`config.mk`:
```
export PLATFORM = sky130hd
export DESIGN_NAME = utf16_to_utf8_transcode
export DESIGN_NICKNAME = d
export VERILOG_FILES = /design/src/sv/u16u8_pkg.sv /design/src/sv/utf16_to_utf8_transcode.sv /design/src/sv/u16u8_front.sv /design/src/sv/u16u8_queue.sv /design/src/sv/u16u8_back.sv
export SDC_FILE = /design/constraint.sdc
export NUM_CORES = 1
export LEC_CHECK = 0
export ABC_CLOCK_PERIOD_IN_PS = 5050
export BUFFER_PORTS_ARGS = -buffer_cell sky130_fd_sc_hd__buf_2
export CAP_MARGIN = 20
export CORE_AREA = 2 2 156 158
export CTS_CLUSTER_DIAMETER = 200
export DETAILED_ROUTE_END_ITERATION = 12
export DIE_AREA = 0 0 158 160
export SLEW_MARGIN = 20
export SYNTH_ARGS = -nofsm -noshare
export SYNTH_HDL_FRONTEND = slang
export SYNTH_SLANG_ARGS = --single-unit
```
`constraint.sdc`:
```
create_clock -name clk -period 5.05 [get_ports clk]
set_input_delay 1.01 -clock clk [delete_from_list [all_inputs] [get_ports clk]]
set_output_delay 1.01 -clock clk [all_outputs]
set_load 0.01 [all_outputs]
```
`src/sv/u16u8_pkg.sv`:
```
// Shared types and encoding helpers for the UTF-16 to UTF-8 transcoder.
// Used by the front, queue, back and top-level modules; depends on nothing.
package u16u8_pkg;

  // Default depth of the job queue between front and back
  localparam int QUEUE_DEPTH_DEF = 4;

  // Surrogate prefixes (upper six bits of a code unit)
  localparam logic [5:0] HIGH_SURR_PFX = 6'b110110;
  localparam logic [5:0] LOW_SURR_PFX  = 6'b110111;

  // Base of the supplementary planes
  localparam logic [20:0] SUPP_BASE = 21'h10000;

  // Encoded length codes (byte count minus one)
  localparam logic [1:0] LEN_ONE   = 2'd0;
  localparam logic [1:0] LEN_TWO   = 2'd1;
  localparam logic [1:0] LEN_THREE = 2'd2;
  localparam logic [1:0] LEN_FOUR  = 2'd3;

  // Input item: one UTF-16 code unit
  typedef struct packed {
    logic [15:0] code_unit;
    logic        last_unit;
  } in_item_t;

  // Result item: one UTF-8 byte
  typedef struct packed {
    logic [7:0] out_byte;
    logic       run_end;
    logic       text_end;
  } out_item_t;

  // Job handed from front to back: one or two code points to encode
  typedef struct packed {
    logic [20:0] point_a;
    logic        has_b;
    logic [15:0] point_b;
    logic        last;
  } job_t;

  // Queue status seen by the front
  typedef struct packed {
    logic full;
  } q_stat_t;

  // Byte count minus one for a code point
  function automatic logic [1:0] utf8_len(input logic [20:0] c);
    logic [1:0] n;
    if (c < 21'h80) begin
      n = LEN_ONE;
    end else if (c < 21'h800) begin
      n = LEN_TWO;
    end else if (c < 21'h10000) begin
      n = LEN_THREE;
    end else begin
      n = LEN_FOUR;
    end
    return n;
  endfunction

  // Byte k of the encoding of c
  function automatic logic [7:0] utf8_byte(input logic [20:0] c, input logic [1:0] k);
    logic [7:0] b;
    b = 8'h00;
    case (utf8_len(c))
      LEN_ONE: begin
        b = {1'b0, c[6:0]};
      end
      LEN_TWO: begin
        b = (k == 2'd0) ? {3'b110, c[10:6]} : {2'b10, c[5:0]};
      end
      LEN_THREE: begin
        case (k)
          2'd0:    b = {4'b1110, c[15:12]};
          2'd1:    b = {2'b10, c[11:6]};
          default: b = {2'b10, c[5:0]};
        endcase
      end
      default: begin
        case (k)
          2'd0:    b = {5'b11110, c[20:18]};
          2'd1:    b = {2'b10, c[17:12]};
          2'd2:    b = {2'b10, c[11:6]};
          default: b = {2'b10, c[5:0]};
        endcase
      end
    endcase
    return b;
  endfunction

endpackage

```
`src/sv/utf16_to_utf8_transcode.sv`:
```
// UTF-16 to UTF-8 transcoder: one code unit in, zero to six bytes out per item.
// An item's first byte passes the job queue, then the back end's output register.
// Throughput: one item per cycle while each yields one byte and out_stall is low;
// else the back end sets one byte per unstalled cycle, with QUEUE_DEPTH jobs buffered.
// Reset (rst_n, synchronous): drops any held surrogate, empties the queue.
// Depends on u16u8_pkg, u16u8_front, u16u8_queue and u16u8_back.
module utf16_to_utf8_transcode #(
  parameter int QUEUE_DEPTH = u16u8_pkg::QUEUE_DEPTH_DEF
) (
  input  logic                 clk,
  input  logic                 rst_n,
  input  logic                 in_valid,
  output logic                 in_stall,
  input  u16u8_pkg::in_item_t  in_item,
  output logic                 out_valid,
  input  logic                 out_stall,
  output u16u8_pkg::out_item_t out_item
);

  u16u8_pkg::q_stat_t q_stat;
  u16u8_pkg::job_t    push_job;
  u16u8_pkg::job_t    head_job;
  logic               push;
  logic               pop;
  logic               head_valid;

  u16u8_front u_front (
    .clk      (clk),
    .rst_n    (rst_n),
    .in_valid (in_valid),
    .in_stall (in_stall),
    .in_item  (in_item),
    .q_stat   (q_stat),
    .push     (push),
    .push_job (push_job)
  );

  u16u8_queue #(
    .DEPTH (QUEUE_DEPTH)
  ) u_queue (
    .clk        (clk),
    .rst_n      (rst_n),
    .push       (push),
    .push_job   (push_job),
    .q_stat     (q_stat),
    .pop        (pop),
    .head_valid (head_valid),
    .head_job   (head_job)
  );

  u16u8_back u_back (
    .clk        (clk),
    .rst_n      (rst_n),
    .head_valid (head_valid),
    .head_job   (head_job),
    .pop        (pop),
    .out_valid  (out_valid),
    .out_stall  (out_stall),
    .out_item   (out_item)
  );

endmodule

```
`src/sv/u16u8_front.sv`:
```
// Front end: accepts code units, tracks a held high surrogate and builds jobs.
// Depends on u16u8_pkg for item and job types.
module u16u8_front (
  input  logic                 clk,
  input  logic                 rst_n,
  input  logic                 in_valid,
  output logic                 in_stall,
  input  u16u8_pkg::in_item_t  in_item,
  input  u16u8_pkg::q_stat_t   q_stat,
  output logic                 push,
  output u16u8_pkg::job_t      push_job
);

  logic       pend_valid_r, pend_valid_nxt;
  logic [9:0] pend_high_r, pend_high_nxt;
  logic       accept;
  logic       is_high;
  logic       is_low;
  logic       hold_new;

  assign in_stall = q_stat.full;
  assign accept   = in_valid && !q_stat.full;

  // Classify the incoming unit
  assign is_high  = in_item.code_unit[15:10] == u16u8_pkg::HIGH_SURR_PFX;
  assign is_low   = in_item.code_unit[15:10] == u16u8_pkg::LOW_SURR_PFX;
  assign hold_new = is_high && !in_item.last_unit;

  // Build the job and next surrogate state
  always_comb begin
    push_job.point_a = '0;
    push_job.has_b   = 1'b0;
    push_job.point_b = in_item.code_unit;
    push_job.last    = in_item.last_unit;
    push             = 1'b0;
    pend_valid_nxt   = pend_valid_r;
    pend_high_nxt    = pend_high_r;
    if (accept) begin
      if (pend_valid_r && is_low) begin
        push_job.point_a = u16u8_pkg::SUPP_BASE
                         + {1'b0, pend_high_r, in_item.code_unit[9:0]};
        push             = 1'b1;
        pend_valid_nxt   = 1'b0;
        pend_high_nxt    = '0;
      end else if (pend_valid_r) begin
        push_job.point_a = {5'd0, u16u8_pkg::HIGH_SURR_PFX, pend_high_r};
        push_job.has_b   = !hold_new;
        push             = 1'b1;
        pend_valid_nxt   = hold_new;
        pend_high_nxt    = hold_new ? in_item.code_unit[9:0] : 10'd0;
      end else begin
        push_job.point_a = {5'd0, in_item.code_unit};
        push             = !hold_new;
        pend_valid_nxt   = hold_new;
        pend_high_nxt    = hold_new ? in_item.code_unit[9:0] : 10'd0;
      end
    end
  end

  // Hold surrogate state
  always_ff @(posedge clk) begin
    if (!rst_n) begin
      pend_valid_r <= 1'b0;
      pend_high_r  <= '0;
    end else begin
      pend_valid_r <= pend_valid_nxt;
      pend_high_r  <= pend_high_nxt;
    end
  end

endmodule

```
`src/sv/u16u8_queue.sv`:
```
// Job queue between front and back, a small register FIFO.
// Depends on u16u8_pkg for the job type; DEPTH must be at least 2.
module u16u8_queue #(
  parameter int DEPTH = u16u8_pkg::QUEUE_DEPTH_DEF
) (
  input  logic                clk,
  input  logic                rst_n,
  input  logic                push,
  input  u16u8_pkg::job_t     push_job,
  output u16u8_pkg::q_stat_t  q_stat,
  input  logic                pop,
  output logic                head_valid,
  output u16u8_pkg::job_t     head_job
);

  localparam int PTR_W = $clog2(DEPTH);
  localparam int CNT_W = $clog2(DEPTH + 1);
  localparam logic [PTR_W-1:0] PTR_LAST = PTR_W'(DEPTH - 1);
  localparam logic [CNT_W-1:0] CNT_FULL = CNT_W'(DEPTH);

  u16u8_pkg::job_t  mem_r [DEPTH];
  logic [PTR_W-1:0] wr_ptr_r, wr_ptr_nxt;
  logic [PTR_W-1:0] rd_ptr_r, rd_ptr_nxt;
  logic [CNT_W-1:0] cnt_r, cnt_nxt;

  assign q_stat.full = cnt_r == CNT_FULL;
  assign head_valid  = cnt_r != '0;
  assign head_job    = mem_r[rd_ptr_r];

  // Advance pointers and count
  always_comb begin
    wr_ptr_nxt = wr_ptr_r;
    rd_ptr_nxt = rd_ptr_r;
    cnt_nxt    = cnt_r;
    if (push) begin
      wr_ptr_nxt = (wr_ptr_r == PTR_LAST) ? '0 : wr_ptr_r + 1'b1;
    end
    if (pop) begin
      rd_ptr_nxt = (rd_ptr_r == PTR_LAST) ? '0 : rd_ptr_r + 1'b1;
    end
    if (push && !pop) begin
      cnt_nxt = cnt_r + 1'b1;
    end else if (pop && !push) begin
      cnt_nxt = cnt_r - 1'b1;
    end
  end

  always_ff @(posedge clk) begin
    if (!rst_n) begin
      wr_ptr_r <= '0;
      rd_ptr_r <= '0;
      cnt_r    <= '0;
    end else begin
      wr_ptr_r <= wr_ptr_nxt;
      rd_ptr_r <= rd_ptr_nxt;
      cnt_r    <= cnt_nxt;
    end
  end

  // Store the pushed job
  always_ff @(posedge clk) begin
    if (push) begin
      mem_r[wr_ptr_r] <= push_job;
    end
  end

endmodule

```
`src/sv/u16u8_back.sv`:
```
// Back end: serializes each job into UTF-8 bytes, one per cycle while not stalled.
// Depends on u16u8_pkg for the job and result types and encoding functions.
module u16u8_back (
  input  logic                 clk,
  input  logic                 rst_n,
  input  logic                 head_valid,
  input  u16u8_pkg::job_t      head_job,
  output logic                 pop,
  output logic                 out_valid,
  input  logic                 out_stall,
  output u16u8_pkg::out_item_t out_item
);

  logic                 seg_r, seg_nxt;
  logic [1:0]           idx_r, idx_nxt;
  logic                 out_valid_r, out_valid_nxt;
  u16u8_pkg::out_item_t out_item_r, out_item_nxt;
  logic                 load;
  logic [20:0]          cur_point;
  logic                 last_byte;
  logic                 final_byte;

  assign load       = head_valid && (!out_valid_r || !out_stall);
  assign cur_point  = seg_r ? {5'd0, head_job.point_b} : head_job.point_a;
  assign last_byte  = idx_r == u16u8_pkg::utf8_len(cur_point);
  assign final_byte = last_byte && (seg_r || !head_job.has_b);
  assign pop        = load && final_byte;

  // Step through bytes and points of the head job
  always_comb begin
    seg_nxt       = seg_r;
    idx_nxt       = idx_r;
    out_valid_nxt = out_valid_r && out_stall;
    out_item_nxt  = out_item_r;
    if (load) begin
      out_valid_nxt         = 1'b1;
      out_item_nxt.out_byte = u16u8_pkg::utf8_byte(cur_point, idx_r);
      out_item_nxt.run_end  = final_byte;
      out_item_nxt.text_end = final_byte && head_job.last;
      if (last_byte) begin
        idx_nxt = '0;
        seg_nxt = !final_byte;
      end else begin
        idx_nxt = idx_r + 1'b1;
      end
    end
  end

  always_ff @(posedge clk) begin
    if (!rst_n) begin
      seg_r       <= 1'b0;
      idx_r       <= '0;
      out_valid_r <= 1'b0;
    end else begin
      seg_r       <= seg_nxt;
      idx_r       <= idx_nxt;
      out_valid_r <= out_valid_nxt;
    end
  end

  // Hold the output byte until taken
  always_ff @(posedge clk) begin
    out_item_r <= out_item_nxt;
  end

  assign out_valid = out_valid_r;
  assign out_item  = out_item_r;

endmodule

```
# After elaboration in Yosys (flattened, before gate mapping)
# Memory sizes are Yosys's and may differ from the RTL's. A register that Yosys moved wholly into a read port is not among the register bits.
# Cells that the tools add are included.
# classes
addsub	6
n_lt_le_gt_ge	3
n_eq_ne	10
muxes	30
n_reduce_logical	26
# op_table
cell	count
$mux W21	2
$pmux W8 S3	1
$mux W22	1
$add A17 B20 Y21 const A	1
$lt A21 B12 Y1 const B	1
$lt A21 B17 Y1 const B	1
$lt A21 B8 Y1 const B	1
$pmux W7 S3	1
$mux W10	2
$mux W16	1
$mux W2	8
$pmux W7 S2	1
$eq A6 B6 Y1 const B	2
$logic_and A1 B1 Y1	10
$mux W1	10
$logic_not A1 Y1	9
$eq A2 B2 Y1 const B	4
$mux W7	1
$add A2 B1 Y2 const B	3
$mux W3	2
$eq A2 B1 Y1 const B	2
$logic_not A2 Y1	2
$add A3 B1 Y3 const B	1
$eq A3 B3 Y1 const B	1
6 further kinds	7
# totals
ff_bits	32
mem_bits_rw	156
in_bits	21
out_inout_bits	12
elab_cells	87
n_memories	1
# mem_list
name	words	width	rd	rd_ports_with_merged_regs	write_ports	line_no	rtl
u_queue.mem_r	4	39	1	1	1	u16u8_queue.sv:21	u16u8_pkg::job_t mem_r [DEPTH];

# Depth between registers and ports, before layout
# logic_depth
depth_word	11
ltp_mapped	16
mapped_depth_nobuf	13

# Cells and area by module
# From an unflattened synthesis, not the netlist that was laid out.
# hier_totals
cells_unflattened	551
hier_area_um2	8540.7
# modules_own_cells
module	n_inst	cells_each	area_each_um2	seq_area_each_um2
u16u8_queue	1	247	6077.1	4864.7
u16u8_back	1	158	1441.4	380.4
u16u8_front	1	146	1022.2	220.2

# Worst setup path before layout
# Ideal clock, no wire load.
# synth_timing
path_type	flip-flop to flip-flop
from	register with a tool-made name
to	register u_queue.cnt_r[2]
setup_time_ns	0.076
arrival_time_ns	3.759
required_ns	4.974
setup_slack_ns	1.215
stages_incl_launch_ff	16
n_path_buf	2
period_less_slack_ns	3.835
path_cell_list	dfxtp_1 > clkbuf_1 > clkbuf_1 > mux4_1 > mux2_2 > or2_1 > nor4_2 > nor3_1 > o211a_1 > inv_1 > ha_1 > inv_1 > fa_1 > xor2_1 > or3_1 > a21boi_0
# synth_rtl
element	line_no	rtl
end signal: assignment	u16u8_queue.sv:56	cnt_r <= cnt_nxt;
end: declaration	u16u8_queue.sv:24	logic [CNT_W-1:0] cnt_r, cnt_nxt;

==> reports/metrics.yaml <==
p_sw_mw: 1.08
synth_area_mm2: 0.00814
grt_max_degree: 40
ys_ff_latch: 190
rsz0062_at_grt: "no"
synth_edf_count: 166
cts_tree: "yes"
wl_um: 17000
cts_post_setup_buffers_inserted: 0
grt_overflow: 0
seqPwrFrac_pct: 49.0
initial_utilization_pct: 34.2
cts_hold_buf: 0
cts_max_path_buffers: 2
hold_depth: 2
finalPower_mw: 4.02
fmax_mhz: 231
ys.flop_type: "edfxtp_1"
hold_path.class: "register to register"
synth_fp_nets: 517
power_density_mw_per_mm2: 433
max_cap_violations: 0
layout-drive-gt1-share_pct: 23.8
worstPathRequired_ps: 5400
drt-initial-drc-count: 460
place_congestion: 0.800
fin_nets: 559
finalCriticalPeriod_ps: 4320
fin_skew_ps: 8.77
arrival_ps: 4670
worstReg2RegEnd: "u_queue.cnt_r[2]"
synthDistinctLibCells: 52
netlist_top_cells_area: "edfxtp_1, mux4_2, dfxtp_1, mux4_1, mux2i_1"
clkSinkCount: 190
final_max_slew_viol_count: 0
leakagePower_nw: 3.06
drcViolationCount: 0
core_area_mm2: 0.0238
clkPwrFrac_pct: 32.5
die_area_mm2: 0.0253
swShare_pct: 26.9
via_per_inst: 5.09
max-vdd-ir-drop_mv: 0.226
r2r_setup_slack_ps: 730
critPathKind: "register to register"
synth_top_area_cell: "edfxtp_1"
detailed_place_hpwl_um: 11200
grt_pass1_vias: 4523
area_delta_synth_final_pct: 14.0
cts_inserted_buffers: 17
crit_path_max_fanout: 16
p_int_mw: 2.94
grt_pass1_wl_um: 26400
cp-start-kind: "register"
postRouteAntennaNets: 0
finalHoldViolations: 0
setup_viol: 0
hold_start: "u_back.out_valid"
htreeDepth: 4
post_cts_resized: 0
fin_crit_sh_pct: 85.6
synthCells: 483
status: "finished clean"
root_buffer: "clkbuf_16"
tightest_slew_ps: 871
p_comb_share_pct: 18.5
diodes: 0
grtUsageTotal_pct: 14.2
cp-end-kind: "register"
whs_endpoint: "u_back.out_valid"
ys_seq_area_share_pct: 67.2
portBuffers: 32
io_pins: 33
wl_per_cell_um: 19.7
rows: 57
clk_pin_slew_ps: 70
yosysWarnings: 0
die_w_um: 158
antenna_found_initial: 0
yosysTopAreaCellShare_pct: 61.3
clock_latency_ps: 430
synth_area_per_cell_um2: 16.8
drtPass1Iterations: 5
slew_headroom_pct: 41.6
fp.dieH_um: 160
reg2reg_depth: 13
synthArstFlopShare_pct: 0
fin_setup_tns_ps: 0
num_vias: 4388
[state kept, by name, summed over array words and instances (netlist names), named ones only]
name	cells
u_back.idx_r	2
u_back.out_item	10
u_front.pend_high_r	10
u_back.out_valid	1
u_front.pend_valid_r	1
u_back.seg_r	1
u_queue.rd_ptr_r	2
u_queue.cnt_r	3
u_queue.wr_ptr_r	2
u_queue.mem_r	156
[power by group through the flow]
stage	Clock [mW]	Sequential (mW)	Combinational, mW
CTS	1.33	1.97	0.749
detailed placement	0	2.01	0.746
global placement	0	2.00	0.725
floorplan	0	2.01	0.486
global route	1.39	1.99	0.820
finish	1.30	1.97	0.744
[cells in the mapped netlist (all sizes together), types with 3 or more instances]
cell type and count:
nor2b 18, nor3 6, xnor2 4, mux2 14, a22oi 18, nand2b 3
or2 3, clkbuf 17, a221o 3, mux4 39, a21oi 10, nand3 7
and2 6, buf 7, o211ai 3, mux2i 18, ha 12, a21boi 4
nor2 30, nand2 23, a221oi 4, o21ai 5, inv 10, o221a 4
dfxtp 24, edfxtp 166
[worst max-delay path: stages, from the launching register on]
cell      delay (ps)
dfxtp_2          630
mux4_1           640
mux2_2           330
or4_1            660
xnor2_1          270
nor3_2            70
o211a_1          290
inv_1             80
ha_1             170
inv_1             60
fa_1             370
xor2_1           160
or3_1            310
a21boi_0         190
[worst max path at each step]
| stage | end | from | slack (ps) |
|---|---|---|---|
| 5_1_grt | u_queue.cnt_r[2] | register | 510 |
| 2_1_floorplan | u_queue.cnt_r[2] | register | 1220 |
| 3_3_place_gp | u_queue.cnt_r[2] | register | 830 |
| 4_1_cts | u_queue.cnt_r[2] | register | 720 |
| 3_5_place_dp | u_queue.cnt_r[2] | register | 740 |
| 6_report | u_queue.cnt_r[2] | register | 730 |
[area by class of cell]
class	count	area [um^2]
timing repair buffer	47	273
clock inverter	13	140
inverter	10	37.5
multi-input combinational	259	2520
clock buffer	19	433
fill	2178	14500
sequential	190	5470
tap	324	405
[per-stage QoR]
| step | setup WS [ps] | instances | util, % | instance area (um^2) | hold slack (ps) |
|---|---|---|---|---|---|
| floorplan | 1220 | 483 | - | 8140 | 454 |
| global placement | 831 | 830 | 36.5 | 8700 | 475 |
| detailed placement | 738 | 830 | 36.5 | 8700 | 489 |
| CTS | 717 | 862 | 38.9 | 9270 | 500 |
| global route | 508 | 862 | 38.9 | 9270 | 548 |
| finish | 726 | 862 | 38.9 | 9270 | 492 |
[placed cells by master, fill, tap and decap left out, types with 4 or more instances in the layout]
cell type / instances
mux4_1: 15
edfxtp_1: 166
nor2_1: 30
mux4_2: 24
nor2b_1: 18
clkbuf_16: 17
and2_2: 4
nand2_1: 23
nand3_1: 7
dfxtp_1: 23
ha_1: 12
mux2i_1: 18
nor3_1: 5
mux2_2: 14
a221oi_1: 4
a22oi_1: 18
buf_2: 32
xnor2_1: 4
o221a_2: 4
buf_4: 15
inv_1: 10
a21oi_1: 9
[routing by layer]
layer  up-vias  global-route usage (%)  routed length, um
met2       131                    23.0               8400
met3        25                    3.12                704
li1       2014                       -                  -
met4         0                    5.57                456
met1      2218                    18.6               7450
met5         -                       0                  0
[cells by family (layout without fill, tap and decap cells)]
group	Yosys count	after routing	synth area share (%)
flip-flops	190	190	67.2
AND/OR/NAND/NOR	106	106	6.60
multiplexers	71	71	15.6
AO/OA/AOI/OAI	63	63	5.88
buffers and inverters	34	89	1.97
adder cells (fa/ha/maj)	13	13	2.09
XOR/XNOR	6	6	0.646
(Power assumes the default switching activity.)
